<file path="config.mk">
export PLATFORM = sky130hd
export DESIGN_NAME = matrix_inverse_3x3
export DESIGN_NICKNAME = d
export VERILOG_FILES = /design/src/rtl/mi3_pkg.sv /design/src/rtl/mi3_ram.sv /design/src/rtl/mi3_div.sv /design/src/rtl/mi3_dp.sv /design/src/rtl/mi3_ctrl.sv /design/src/rtl/matrix_inverse_3x3.sv
export SDC_FILE = /design/constraint.sdc
export NUM_CORES = 2
export LEC_CHECK = 0
export ABC_CLOCK_PERIOD_IN_PS = 12730
export BUFFER_PORTS_ARGS = -buffer_cell sky130_fd_sc_hd__buf_2
export CAP_MARGIN = 30
export CORE_ASPECT_RATIO = 1.4
export CORE_MARGIN = 1.5
export CORE_UTILIZATION = 25
export DETAILED_ROUTE_END_ITERATION = 10
export GPL_TIMING_DRIVEN = 0
export PLACE_DENSITY_LB_ADDON = 0.12
export SLEW_MARGIN = 5
export SYNTH_ARGS = -nofsm -noshare
export SYNTH_HDL_FRONTEND = slang
export SYNTH_HIERARCHICAL = 1
export SYNTH_SLANG_ARGS = --single-unit
</file>
<file path="constraint.sdc">
create_clock -name clk -period 12.73 [get_ports clk]
set_input_delay 0.6365 -clock clk [delete_from_list [all_inputs] [get_ports clk]]
set_output_delay 0.6365 -clock clk [all_outputs]
set_load 0.02 [all_outputs]
</file>
<file path="src/rtl/mi3_pkg.sv">
// Shared constants, command and status types, and the cofactor operand schedule.
package mi3_pkg;

  localparam int ELEM_WIDTH_DEF = 16;
  localparam int OUT_WIDTH_DEF  = 32;
  localparam int CALC_W         = 64;
  localparam int FRAC_SHIFT     = 24;
  localparam int N_ELEM         = 9;
  localparam int ADDR_W         = 4;
  localparam int STEP_W         = 5;
  localparam int ENT_W          = 4;

  // Product schedule: steps 0..17 form the nine 2x2 minors, 18..20 the determinant.
  localparam logic [STEP_W-1:0] ADJ_STEPS  = 5'd18;
  localparam logic [STEP_W-1:0] LAST_ISSUE = 5'd20;
  localparam logic [STEP_W-1:0] CALC_END   = 5'd22;
  localparam logic [ADDR_W-1:0] LAST_ELEM  = 4'd8;
  localparam logic [ENT_W-1:0]  LAST_ENT   = 4'd8;

  typedef struct packed {
    logic              wr_en;
    logic [ADDR_W-1:0] wr_addr;
    logic              clr;
    logic              iss_v;
    logic [STEP_W-1:0] iss_step;
    logic              div_start;
    logic [ENT_W-1:0]  ent;
    logic              out_load;
  } cmd_t;

  typedef struct packed {
    logic div_done;
    logic det_zero;
    logic out_free;
  } status_t;

  typedef struct packed {
    logic [ADDR_W-1:0] a;
    logic [ADDR_W-1:0] b;
  } opsel_t;

  // Element addresses for the two multiplier operands of each step. Even steps give
  // the first product of a minor, odd steps the product that is subtracted from it.
  function automatic opsel_t op_sel(input logic [STEP_W-1:0] step);
    opsel_t s;
    s = '{a: 4'd0, b: 4'd0};
    unique case (step)
      5'd0:  s = '{a: 4'd4, b: 4'd8};
      5'd1:  s = '{a: 4'd5, b: 4'd7};
      5'd2:  s = '{a: 4'd2, b: 4'd7};
      5'd3:  s = '{a: 4'd1, b: 4'd8};
      5'd4:  s = '{a: 4'd1, b: 4'd5};
      5'd5:  s = '{a: 4'd2, b: 4'd4};
      5'd6:  s = '{a: 4'd5, b: 4'd6};
      5'd7:  s = '{a: 4'd3, b: 4'd8};
      5'd8:  s = '{a: 4'd0, b: 4'd8};
      5'd9:  s = '{a: 4'd2, b: 4'd6};
      5'd10: s = '{a: 4'd2, b: 4'd3};
      5'd11: s = '{a: 4'd0, b: 4'd5};
      5'd12: s = '{a: 4'd3, b: 4'd7};
      5'd13: s = '{a: 4'd4, b: 4'd6};
      5'd14: s = '{a: 4'd1, b: 4'd6};
      5'd15: s = '{a: 4'd0, b: 4'd7};
      5'd16: s = '{a: 4'd0, b: 4'd4};
      5'd17: s = '{a: 4'd1, b: 4'd3};
      5'd18: s = '{a: 4'd0, b: 4'd0};
      5'd19: s = '{a: 4'd1, b: 4'd0};
      5'd20: s = '{a: 4'd2, b: 4'd0};
      default: s = '{a: 4'd0, b: 4'd0};
    endcase
    return s;
  endfunction

endpackage

</file>
<file path="src/rtl/mi3_ram.sv">
// Generic RAM with one write port and two registered read ports.
module mi3_ram #(
  parameter int WIDTH = 16,
  parameter int DEPTH = 9
) (
  input  logic                     clk,
  input  logic                     we,
  input  logic [$clog2(DEPTH)-1:0] waddr,
  input  logic [WIDTH-1:0]         wdata,
  input  logic [$clog2(DEPTH)-1:0] raddr_a,
  input  logic [$clog2(DEPTH)-1:0] raddr_b,
  output logic [WIDTH-1:0]         rdata_a,
  output logic [WIDTH-1:0]         rdata_b
);

  logic [WIDTH-1:0] mem_r [DEPTH];

  always_ff @(posedge clk) begin
    if (we) begin
      mem_r[waddr] <= wdata;
    end
    rdata_a <= mem_r[raddr_a];
    rdata_b <= mem_r[raddr_b];
  end

endmodule

</file>
<file path="src/rtl/mi3_div.sv">
// Unsigned restoring divider, one quotient bit per cycle.
module mi3_div (
  input  logic                       clk,
  input  logic                       rst_n,
  input  logic                       start,
  input  logic [mi3_pkg::CALC_W-1:0] num,
  input  logic [mi3_pkg::CALC_W-1:0] den,
  output logic [mi3_pkg::CALC_W-1:0] quot,
  output logic                       done
);

  localparam int W   = mi3_pkg::CALC_W;
  localparam int CW  = $clog2(W);

  logic [W-1:0]  rem_r, rem_nxt;
  logic [W-1:0]  q_r, q_nxt;
  logic [W-1:0]  den_r, den_nxt;
  logic [CW-1:0] cnt_r, cnt_nxt;
  logic          busy_r, busy_nxt;
  logic          done_r, done_nxt;
  logic [W:0]    rem_sh;
  logic [W:0]    diff;

  always_comb begin
    rem_sh   = {rem_r, q_r[W-1]};
    diff     = rem_sh - {1'b0, den_r};
    rem_nxt  = rem_r;
    q_nxt    = q_r;
    den_nxt  = den_r;
    cnt_nxt  = cnt_r;
    busy_nxt = busy_r;
    done_nxt = 1'b0;
    if (start) begin
      rem_nxt  = '0;
      q_nxt    = num;
      den_nxt  = den;
      cnt_nxt  = '0;
      busy_nxt = 1'b1;
    end else if (busy_r) begin
      if (!diff[W]) begin
        rem_nxt = diff[W-1:0];
        q_nxt   = {q_r[W-2:0], 1'b1};
      end else begin
        rem_nxt = rem_sh[W-1:0];
        q_nxt   = {q_r[W-2:0], 1'b0};
      end
      cnt_nxt = cnt_r + 1'b1;
      if (cnt_r == CW'(W - 1)) begin
        busy_nxt = 1'b0;
        done_nxt = 1'b1;
      end
    end
  end

  always_ff @(posedge clk) begin
    if (!rst_n) begin
      busy_r <= 1'b0;
      done_r <= 1'b0;
      cnt_r  <= '0;
    end else begin
      busy_r <= busy_nxt;
      done_r <= done_nxt;
      cnt_r  <= cnt_nxt;
    end
    rem_r <= rem_nxt;
    q_r   <= q_nxt;
    den_r <= den_nxt;
  end

  assign quot = q_r;
  assign done = done_r;

endmodule

</file>
<file path="src/rtl/mi3_dp.sv">
// Datapath: element store, shared multiplier, adjugate and determinant registers, output.
module mi3_dp #(
  parameter int ELEM_WIDTH = mi3_pkg::ELEM_WIDTH_DEF,
  parameter int OUT_WIDTH  = mi3_pkg::OUT_WIDTH_DEF
) (
  input  logic                  clk,
  input  logic                  rst_n,
  input  mi3_pkg::cmd_t         cmd,
  output mi3_pkg::status_t      sts,
  input  logic [ELEM_WIDTH-1:0] element,
  input  logic                  out_ready,
  output logic                  out_valid,
  output logic [OUT_WIDTH-1:0]  out_entry,
  output logic                  out_singular,
  output logic                  out_saturated,
  output logic                  out_last
);

  localparam int W  = mi3_pkg::CALC_W;
  // A cofactor of ELEM_WIDTH-bit elements fits in 2*ELEM_WIDTH+1 signed bits.
  localparam int PW = (2 * ELEM_WIDTH + 1 < W) ? 2 * ELEM_WIDTH + 1 : W;
  localparam logic [W-1:0] MAXPOS = (64'd1 << (OUT_WIDTH - 1)) - 64'd1;
  localparam logic [W-1:0] MAXNEG = MAXPOS + 64'd1;

  logic [ELEM_WIDTH-1:0]     rd_a, rd_b;
  mi3_pkg::opsel_t           sel;
  logic                      s1_v_r;
  logic [mi3_pkg::STEP_W-1:0] s1_step_r;
  logic                      s2_v_r;
  logic [mi3_pkg::STEP_W-1:0] s2_step_r;
  logic signed [ELEM_WIDTH-1:0]    opa;
  logic signed [PW-1:0]            opb;
  logic signed [ELEM_WIDTH+PW-1:0] mul;
  logic [W-1:0]              adj_det;
  logic [W-1:0]              prod_r, acc_r, det_r;
  logic [W-1:0]              adj_r [mi3_pkg::N_ELEM];
  logic [W-1:0]              adj_cur, adj_mag, dmag, num, quot, qsig;
  logic                      dneg, neg, sat_hi, sat_lo, div_done;
  logic [W-1:0]              qsat;
  logic                      out_valid_r;
  logic [OUT_WIDTH-1:0]      out_entry_r;
  logic                      out_sing_r, out_sat_r, out_last_r;

  assign sel = mi3_pkg::op_sel(cmd.iss_step);

  mi3_ram #(.WIDTH(ELEM_WIDTH), .DEPTH(mi3_pkg::N_ELEM)) u_store (
    .clk     (clk),
    .we      (cmd.wr_en),
    .waddr   (cmd.wr_addr),
    .wdata   (element),
    .raddr_a (sel.a),
    .raddr_b (sel.b),
    .rdata_a (rd_a),
    .rdata_b (rd_b)
  );

  // Determinant steps take the first-row cofactors (the first column of the adjugate) as the second operand.
  always_comb begin
    unique case (s1_step_r)
      5'd18:   adj_det = adj_r[0];
      5'd19:   adj_det = adj_r[3];
      default: adj_det = adj_r[6];
    endcase
    opa = rd_a;
    if (s1_step_r >= mi3_pkg::ADJ_STEPS) begin
      opb = adj_det[PW-1:0];
    end else begin
      opb = {{(PW - ELEM_WIDTH){rd_b[ELEM_WIDTH-1]}}, rd_b};
    end
  end

  // The multiplier is only as wide as an element times a cofactor.
  assign mul = opa * opb;

  always_ff @(posedge clk) begin
    if (!rst_n) begin
      s1_v_r <= 1'b0;
      s2_v_r <= 1'b0;
    end else begin
      s1_v_r <= cmd.iss_v;
      s2_v_r <= s1_v_r;
    end
    s1_step_r <= cmd.iss_step;
    s2_step_r <= s1_step_r;
    prod_r    <= W'(mul);
    if (cmd.clr) begin
      det_r <= '0;
    end else if (s2_v_r) begin
      if (s2_step_r >= mi3_pkg::ADJ_STEPS) begin
        det_r <= det_r + prod_r;
      end else if (!s2_step_r[0]) begin
        acc_r <= prod_r;
      end else begin
        adj_r[s2_step_r[mi3_pkg::STEP_W-1:1]] <= acc_r - prod_r;
      end
    end
  end

  // Rounded magnitude division: (|adj| * 2^24 + |det| / 2) / |det|, wrapping in 64 bits.
  always_comb begin
    adj_cur = adj_r[cmd.ent];
    adj_mag = adj_cur[W-1] ? (W'(0) - adj_cur) : adj_cur;
    dneg    = det_r[W-1];
    dmag    = dneg ? (W'(0) - det_r) : det_r;
    num     = (adj_mag << mi3_pkg::FRAC_SHIFT) + (dmag >> 1);
    neg     = adj_cur[W-1] ^ dneg;
    sat_hi  = !neg && (quot > MAXPOS);
    sat_lo  = neg && (quot > MAXNEG);
    if (sat_hi) begin
      qsat = MAXPOS;
    end else if (sat_lo) begin
      qsat = MAXNEG;
    end else begin
      qsat = quot;
    end
    qsig = neg ? (W'(0) - qsat) : qsat;
  end

  mi3_div u_div (
    .clk   (clk),
    .rst_n (rst_n),
    .start (cmd.div_start),
    .num   (num),
    .den   (dmag),
    .quot  (quot),
    .done  (div_done)
  );

  always_ff @(posedge clk) begin
    if (!rst_n) begin
      out_valid_r <= 1'b0;
    end else if (cmd.out_load) begin
      out_valid_r <= 1'b1;
    end else if (out_ready) begin
      out_valid_r <= 1'b0;
    end
    if (cmd.out_load) begin
      out_last_r <= (cmd.ent == mi3_pkg::LAST_ENT);
      if (det_r == '0) begin
        out_entry_r <= '0;
        out_sing_r  <= 1'b1;
        out_sat_r   <= 1'b0;
      end else begin
        out_entry_r <= qsig[OUT_WIDTH-1:0];
        out_sing_r  <= 1'b0;
        out_sat_r   <= sat_hi | sat_lo;
      end
    end
  end

  assign sts.div_done   = div_done;
  assign sts.det_zero   = (det_r == '0);
  assign sts.out_free   = !out_valid_r || out_ready;
  assign out_valid      = out_valid_r;
  assign out_entry      = out_entry_r;
  assign out_singular   = out_sing_r;
  assign out_saturated  = out_sat_r;
  assign out_last       = out_last_r;

endmodule

</file>
<file path="src/rtl/mi3_ctrl.sv">
// Controller: element loading, product schedule, division and output sequencing.
module mi3_ctrl (
  input  logic             clk,
  input  logic             rst_n,
  input  logic             in_valid,
  output logic             in_ready,
  input  mi3_pkg::status_t sts,
  output mi3_pkg::cmd_t    cmd
);

  localparam logic [2:0] S_LOAD = 3'd0;
  localparam logic [2:0] S_CALC = 3'd1;
  localparam logic [2:0] S_DIV  = 3'd2;
  localparam logic [2:0] S_WAIT = 3'd3;
  localparam logic [2:0] S_EMIT = 3'd4;

  logic [2:0]                  state_r, state_nxt;
  logic [mi3_pkg::ADDR_W-1:0]  count_r, count_nxt;
  logic [mi3_pkg::STEP_W-1:0]  step_r, step_nxt;
  logic [mi3_pkg::ENT_W-1:0]   ent_r, ent_nxt;
  logic                        acc;

  assign in_ready = (state_r == S_LOAD);
  assign acc      = in_valid && in_ready;

  always_comb begin
    state_nxt     = state_r;
    count_nxt     = count_r;
    step_nxt      = step_r;
    ent_nxt       = ent_r;
    cmd           = '0;
    cmd.wr_addr   = count_r;
    cmd.iss_step  = step_r;
    cmd.ent       = ent_r;
    unique case (state_r)
      S_LOAD: begin
        cmd.wr_en = acc;
        if (acc) begin
          if (count_r == mi3_pkg::LAST_ELEM) begin
            count_nxt = '0;
            step_nxt  = '0;
            state_nxt = S_CALC;
          end else begin
            count_nxt = count_r + 1'b1;
          end
        end
      end
      S_CALC: begin
        cmd.clr   = (step_r == '0);
        cmd.iss_v = (step_r <= mi3_pkg::LAST_ISSUE);
        step_nxt  = step_r + 1'b1;
        if (step_r == mi3_pkg::CALC_END) begin
          ent_nxt   = '0;
          state_nxt = S_DIV;
        end
      end
      S_DIV: begin
        if (sts.det_zero) begin
          state_nxt = S_EMIT;
        end else begin
          cmd.div_start = 1'b1;
          state_nxt     = S_WAIT;
        end
      end
      S_WAIT: begin
        if (sts.div_done) begin
          state_nxt = S_EMIT;
        end
      end
      S_EMIT: begin
        if (sts.out_free) begin
          cmd.out_load = 1'b1;
          ent_nxt      = ent_r + 1'b1;
          state_nxt    = (ent_r == mi3_pkg::LAST_ENT) ? S_LOAD : S_DIV;
        end
      end
      default: state_nxt = S_LOAD;
    endcase
  end

  always_ff @(posedge clk) begin
    if (!rst_n) begin
      state_r <= S_LOAD;
      count_r <= '0;
      step_r  <= '0;
      ent_r   <= '0;
    end else begin
      state_r <= state_nxt;
      count_r <= count_nxt;
      step_r  <= step_nxt;
      ent_r   <= ent_nxt;
    end
  end

endmodule

</file>
<file path="src/rtl/matrix_inverse_3x3.sv">
// Top level: 3x3 matrix inverse by the adjugate method, Q8.8 elements in, Q16.16 out.
// Nine element transfers are taken at one per cycle while loading; then the minors and
// determinant are formed on one shared multiplier, and each entry takes one division (one
// quotient bit per cycle) plus sequencing; a singular matrix skips the divisions.
// Synchronous active-low reset returns to element loading with the element count at zero.
module matrix_inverse_3x3 #(
  parameter int ELEM_WIDTH = mi3_pkg::ELEM_WIDTH_DEF,
  parameter int OUT_WIDTH  = mi3_pkg::OUT_WIDTH_DEF
) (
  input  logic                            clk,
  input  logic                            rst_n,
  input  logic                            in_tvalid,
  output logic                            in_tready,
  // Fields from bit 0: element.
  input  logic [((ELEM_WIDTH+7)/8)*8-1:0] in_tdata,
  output logic                            out_tvalid,
  input  logic                            out_tready,
  // Fields from bit 0: inverse_entry.
  output logic [((OUT_WIDTH+7)/8)*8-1:0]  out_tdata,
  // Fields from bit 0: singular, saturated.
  output logic [1:0]                      out_tuser,
  output logic                            out_tlast
);

  localparam int OUT_TDATA_W = ((OUT_WIDTH + 7) / 8) * 8;

  mi3_pkg::cmd_t        cmd;
  mi3_pkg::status_t     sts;
  logic [OUT_WIDTH-1:0] entry;
  logic                 singular, saturated;

  // The controller sequences loading, the product schedule and the divisions; the
  // datapath holds the store, the multiplier, the divider and the output register.
  mi3_ctrl u_ctrl (
    .clk      (clk),
    .rst_n    (rst_n),
    .in_valid (in_tvalid),
    .in_ready (in_tready),
    .sts      (sts),
    .cmd      (cmd)
  );

  mi3_dp #(.ELEM_WIDTH(ELEM_WIDTH), .OUT_WIDTH(OUT_WIDTH)) u_dp (
    .clk           (clk),
    .rst_n         (rst_n),
    .cmd           (cmd),
    .sts           (sts),
    .element       (in_tdata[ELEM_WIDTH-1:0]),
    .out_ready     (out_tready),
    .out_valid     (out_tvalid),
    .out_entry     (entry),
    .out_singular  (singular),
    .out_saturated (saturated),
    .out_last      (out_tlast)
  );

  // The entry is zero-filled up to a whole number of bytes.
  assign out_tdata = OUT_TDATA_W'(entry);
  assign out_tuser = {saturated, singular};

endmodule

</file>
==> reports/metrics.csv <==
stage;metric;value;unit
timing;Pins Over Slew Limit;0;
synthesis;simple-gate portion of the synthesized area;0.125;
clock_network;clock buffers created by TritonCTS;110;
global_routing;via count of the first global-routing pass;56100;
worst_setup_path;Critical R2R Launch;u_dp/s1_step_r[0];
worst_setup_path;dominant cell type by count on the critical path;sky130_fd_sc_hd__fa_1;
worst_setup_path;category of cells accounting for the largest share of critical-path delay;adder cells;
global_routing;initial antenna violation count;7;
synthesis;cell with the most instances after synthesis;sky130_fd_sc_hd__inv_1;
timing;highest attainable clock frequency;0.0931;GHz
worst_setup_path;FF-to-FF End;u_dp/prod_r[45];
min_path;path class of the lowest-slack min-delay path;input pin to flop;
timing;Final period util;0.844;
finish;Layout Utilization;0.288;
synthesis;Synth cell types;117;
timing;Setup WS post-layout;1.99;ns
routing;mean routed wirelength per cell;24.7;um
routing;remaining design rule violation count;0;
worst_setup_path;WS Path Type;flop to flop;
routing;Routed Antenna Nets;0;
placement;final weighted congestion in routability-driven placement;0.892;
die;Rows;232;
clock_network;number of clock sinks seen by CTS;971;
placement;Placed Cells incl. Taps;10800;
timing;slew of the pin with the lowest slew margin;1.24;ns
worst_setup_path;Largest stage delay, worst path;0.79;ns
worst_setup_path;critical path launch point;u_dp/s1_step_r[0];
global_routing;total routing usage reported by global routing;0.187;
synthesis;number of synthesized flops with an enable pin;725;
synthesis;top cell type's share of synthesized area;0.305;
routing;total length of routed wires;272000;um
worst_setup_path;Critical Path Stages;27;
status;status;completed;
worst_setup_path;Worst setup SP type;flop;
synthesis;commonest register cell after synthesis;sky130_fd_sc_hd__edfxtp_1;
min_path;worst hold start;in_tdata[15];
die;I/O Pins;57;
synthesis;post-synthesis async set-or-reset flop share;0;
worst_setup_path;number of buffer and inverter stages on the critical path;7;
clock_network;clock latency on the worst-skew pair;0.77;ns
timing;total negative setup slack;0;ns
finish;share of final-layout standard cells stronger than drive strength 1;0.108;
clock_network;clock tree from TritonCTS;done;
worst_setup_path;critical-path maximum fanout;10;
pwr;leakage power;0.0324;uW
worst_setup_path;CP max stage cell;sky130_fd_sc_hd__clkbuf_1;
timing;final hold violation count;0;
die;initial standard-cell utilization of the core;0.251;
timing;setup repair after global routing missed its margin;false;
placement;setup slack after placement;1.95;ns
synthesis;proportion of synthesized chip area in sequential cells;0.374;
clock_network;maximum level of the CTS H-tree;3;
die;core area;285000;sq um
timing;post-layout min period;10.74;ns
synthesis;post-synthesis share of cell area spent on xor and xnor gates;0.0419;
routing;initial DRC count;2695;
die;Die Ht;636;um
timing;number of setup violations in the final report;0;
worst_setup_path;Critical path destination;u_dp/prod_r[45];
synthesis;mean cell area of the mapped netlist;10.4;sq um
timing;worst clock skew;0.0805;ns
clock_network;number of buffers inserted by post-CTS setup repair;0;
routing;Via density;4.78;
synthesis;adder-cell share of the synthesized area;0.202;
clock_network;buffer cell driving the clock tree root;sky130_fd_sc_hd__clkbuf_16;
worst_setup_path;arrival time worst endpoint;11.33;ns
synthesis;complex-gate fraction of the synthesized area;0.133;
worst_setup_path;CP required;13.32;ns
timing;max-slew headroom at the worst pin;0.172;
synthesis;largest family of logic cells by synthesized area;adder cells;
synthesis;top cells by area, synth;sky130_fd_sc_hd__edfxtp_1 (30%), sky130_fd_sc_hd__fa_1 (14%), sky130_fd_sc_hd__dfxtp_1 (6.9%), sky130_fd_sc_hd__ha_1 (6.1%), sky130_fd_sc_hd__inv_1 (4.2%);
synthesis;synthesized cell area;71400;sq um
worst_setup_path;CP endpoint kind;flop;
clock_network;post-cts gate resize count;0;
synthesis;Synth warnings;6;
global_routing;global-route wire length before repair;395000;um
die;width of the die;455;um
placement;port buffer count;56;
placement;total half-perimeter wirelength after legalization and detailed placement;220000;um
clock_network;clock-pin slew reported for the worst setup and hold paths after clock tree synthesis;0.06;ns
synthesis;cell types with the highest counts after synthesis;sky130_fd_sc_hd__inv_1 (790), sky130_fd_sc_hd__nand2_1 (774), sky130_fd_sc_hd__edfxtp_1 (725);
clock_network;Clock Path Buffers;3;
routing;DR pass1 iterations;5;
global_routing;pin count of the biggest net entering global routing;39;
synthesis;Synth Instances;6881;
job;count of maximum capacitance violations;0;
die;area of the die;289000;sq um
global_routing;leftover overflow at the end of global routing;0;
finish;final instance count without filler cells;11000;
finish;# nets final;8041;
pwr;pwr dens;155;nW/um^2
pwr;worst ir drop on vdd;0.110;mV
clock_network;Hold Buf Count CTS;0;
worst_setup_path;register-to-register path setup slack;1.99;ns
finish;synthesis-to-layout area growth;14.6;%
routing;routed vias;52600;
synthesis;Synth area leader;sky130_fd_sc_hd__edfxtp_1;
synthesis;post-synthesis register bit count;971;
worst_setup_path;worst reg-to-reg path cell count;27;
timing;hold slack;0.156;ns
synthesis;mux share of post-synthesis cell area;0.0633;
-- worst register-to-register path, cell delays in order, from the launching register on --
cell	delay (ns)
sky130_fd_sc_hd__dfxtp_1	0.32
sky130_fd_sc_hd__clkbuf_1	0.37
sky130_fd_sc_hd__clkbuf_1	0.79
sky130_fd_sc_hd__mux2_2	0.30
sky130_fd_sc_hd__o22ai_1	0.22
sky130_fd_sc_hd__a21oi_1	0.62
sky130_fd_sc_hd__buf_6	0.24
sky130_fd_sc_hd__clkbuf_1	0.68
sky130_fd_sc_hd__nand2_1	0.17
sky130_fd_sc_hd__fa_1	0.55
sky130_fd_sc_hd__inv_1	0.05
sky130_fd_sc_hd__fa_1	0.47
sky130_fd_sc_hd__fa_1	0.52
sky130_fd_sc_hd__fa_1	0.51
sky130_fd_sc_hd__fa_1	0.55
sky130_fd_sc_hd__inv_1	0.06
sky130_fd_sc_hd__fa_1	0.65
sky130_fd_sc_hd__inv_1	0.08
sky130_fd_sc_hd__ha_1	0.41
sky130_fd_sc_hd__nand4_1	0.18
sky130_fd_sc_hd__or3_1	0.37
sky130_fd_sc_hd__a21oi_1	0.21
sky130_fd_sc_hd__o211ai_1	0.22
sky130_fd_sc_hd__o31ai_1	0.68
sky130_fd_sc_hd__a31oi_1	0.21
sky130_fd_sc_hd__o311ai_0	0.65
sky130_fd_sc_hd__a21oi_1	0.18
sky130_fd_sc_hd__xnor2_1	0.29
-- registers in the layout, indices dropped and copies added, names as in the netlist, 6 cells and up --
register and cells:
u_dp/acc_r 49, u_dp/u_store/rdata_a 16, u_dp/adj_r 369, u_dp/out_entry 32, u_dp/det_r 64, u_dp/u_div/rem_r 64
u_dp/prod_r 49, u_dp/u_div/cnt_r 6, u_dp/u_div/quot 64, u_dp/u_div/den_r 64, u_dp/u_store/rdata_b 16, u_dp/u_store/mem_r 144
-- where the power goes --
group / internal (uW) / total, uW / switching [uW]
clock network: 1950 / 3380 / 1440
registers: 3900 / 4150 / 249
logic: 1890 / 5120 / 3230
total: 7740 / 12700 / 4920
-- area by class of cell --
type,count,area [sq um]
clock buffers,150,3050
well taps,3744,4680
plain buffers,318,1410
fillers,29700,203000
inverters,791,2970
clock inverters,57,724
repair buffers,174,1630
multi-input cells,4805,40700
flip-flops and latches,971,26700
diodes,6,15.0
-- kinds of logic (layout without fill, tap and decap cells) --
family	Yosys count	after routing
fa+ha+maj	850	850
simple gates	1854	1854
flops	971	971
mux	329	329
xor+xnor	342	342
buf+inv	1109	1490
compound gates	1425	1425
other cells	1	11
-- metal layers --
metal	part of all wire	GRT usage	vias up
li1	-	-	24600
met1	0.39	0.207	26800
met2	0.54	0.357	837
met3	0.022	0.0155	341
met4	0.049	0.0803	6
met5	0.00012	0	-
-- per-stage QoR --
| stage | power (uW) | instance area (sq um) |
|---|---|---|
| final | 12700 | 81900 |
| after global routing | 13500 | 81900 |
| after CTS | 12900 | 81800 |
| after detailed placement | 9450 | 78100 |
| after global placement | 9250 | 76400 |
| after floorplan | 7400 | 71500 |
-- placed cells by master (no fill, tap or decap), drive strengths merged, types with 50 or more instances in the layout --
| master | instances |
|---|---|
| and2 | 246 |
| mux2 | 163 |
| nand3 | 88 |
| a21oi | 448 |
| inv | 796 |
| edfxtp | 725 |
| o22ai | 73 |
| clkbuf | 401 |
| buf | 241 |
| o31ai | 73 |
| ha | 346 |
| nor3 | 79 |
| nand2 | 775 |
| nand4 | 66 |
| nor2 | 324 |
| mux4 | 82 |
| fa | 504 |
| nand2b | 50 |
| a22o | 53 |
| xnor2 | 244 |
| o21ai | 227 |
| a21o | 141 |
| xor2 | 98 |
| dfxtp | 246 |
| mux2i | 84 |
-- worst min path at each step --
stage                                      endpoint  slack, ns  cells after the start
after CTS                 u_dp/u_store/mem_r[2][15]       0.08                      1
after floorplan                   u_dp/s2_step_r[0]       0.33                      0
final                     u_dp/u_store/mem_r[2][15]       0.16                      1
after detailed placement          u_dp/s2_step_r[0]       0.34                      0
after global routing       u_dp/u_store/mem_r[3][8]       0.13                      1
after global placement            u_dp/s2_step_r[4]       0.33                      0
(Power assumes the default switching activity.)
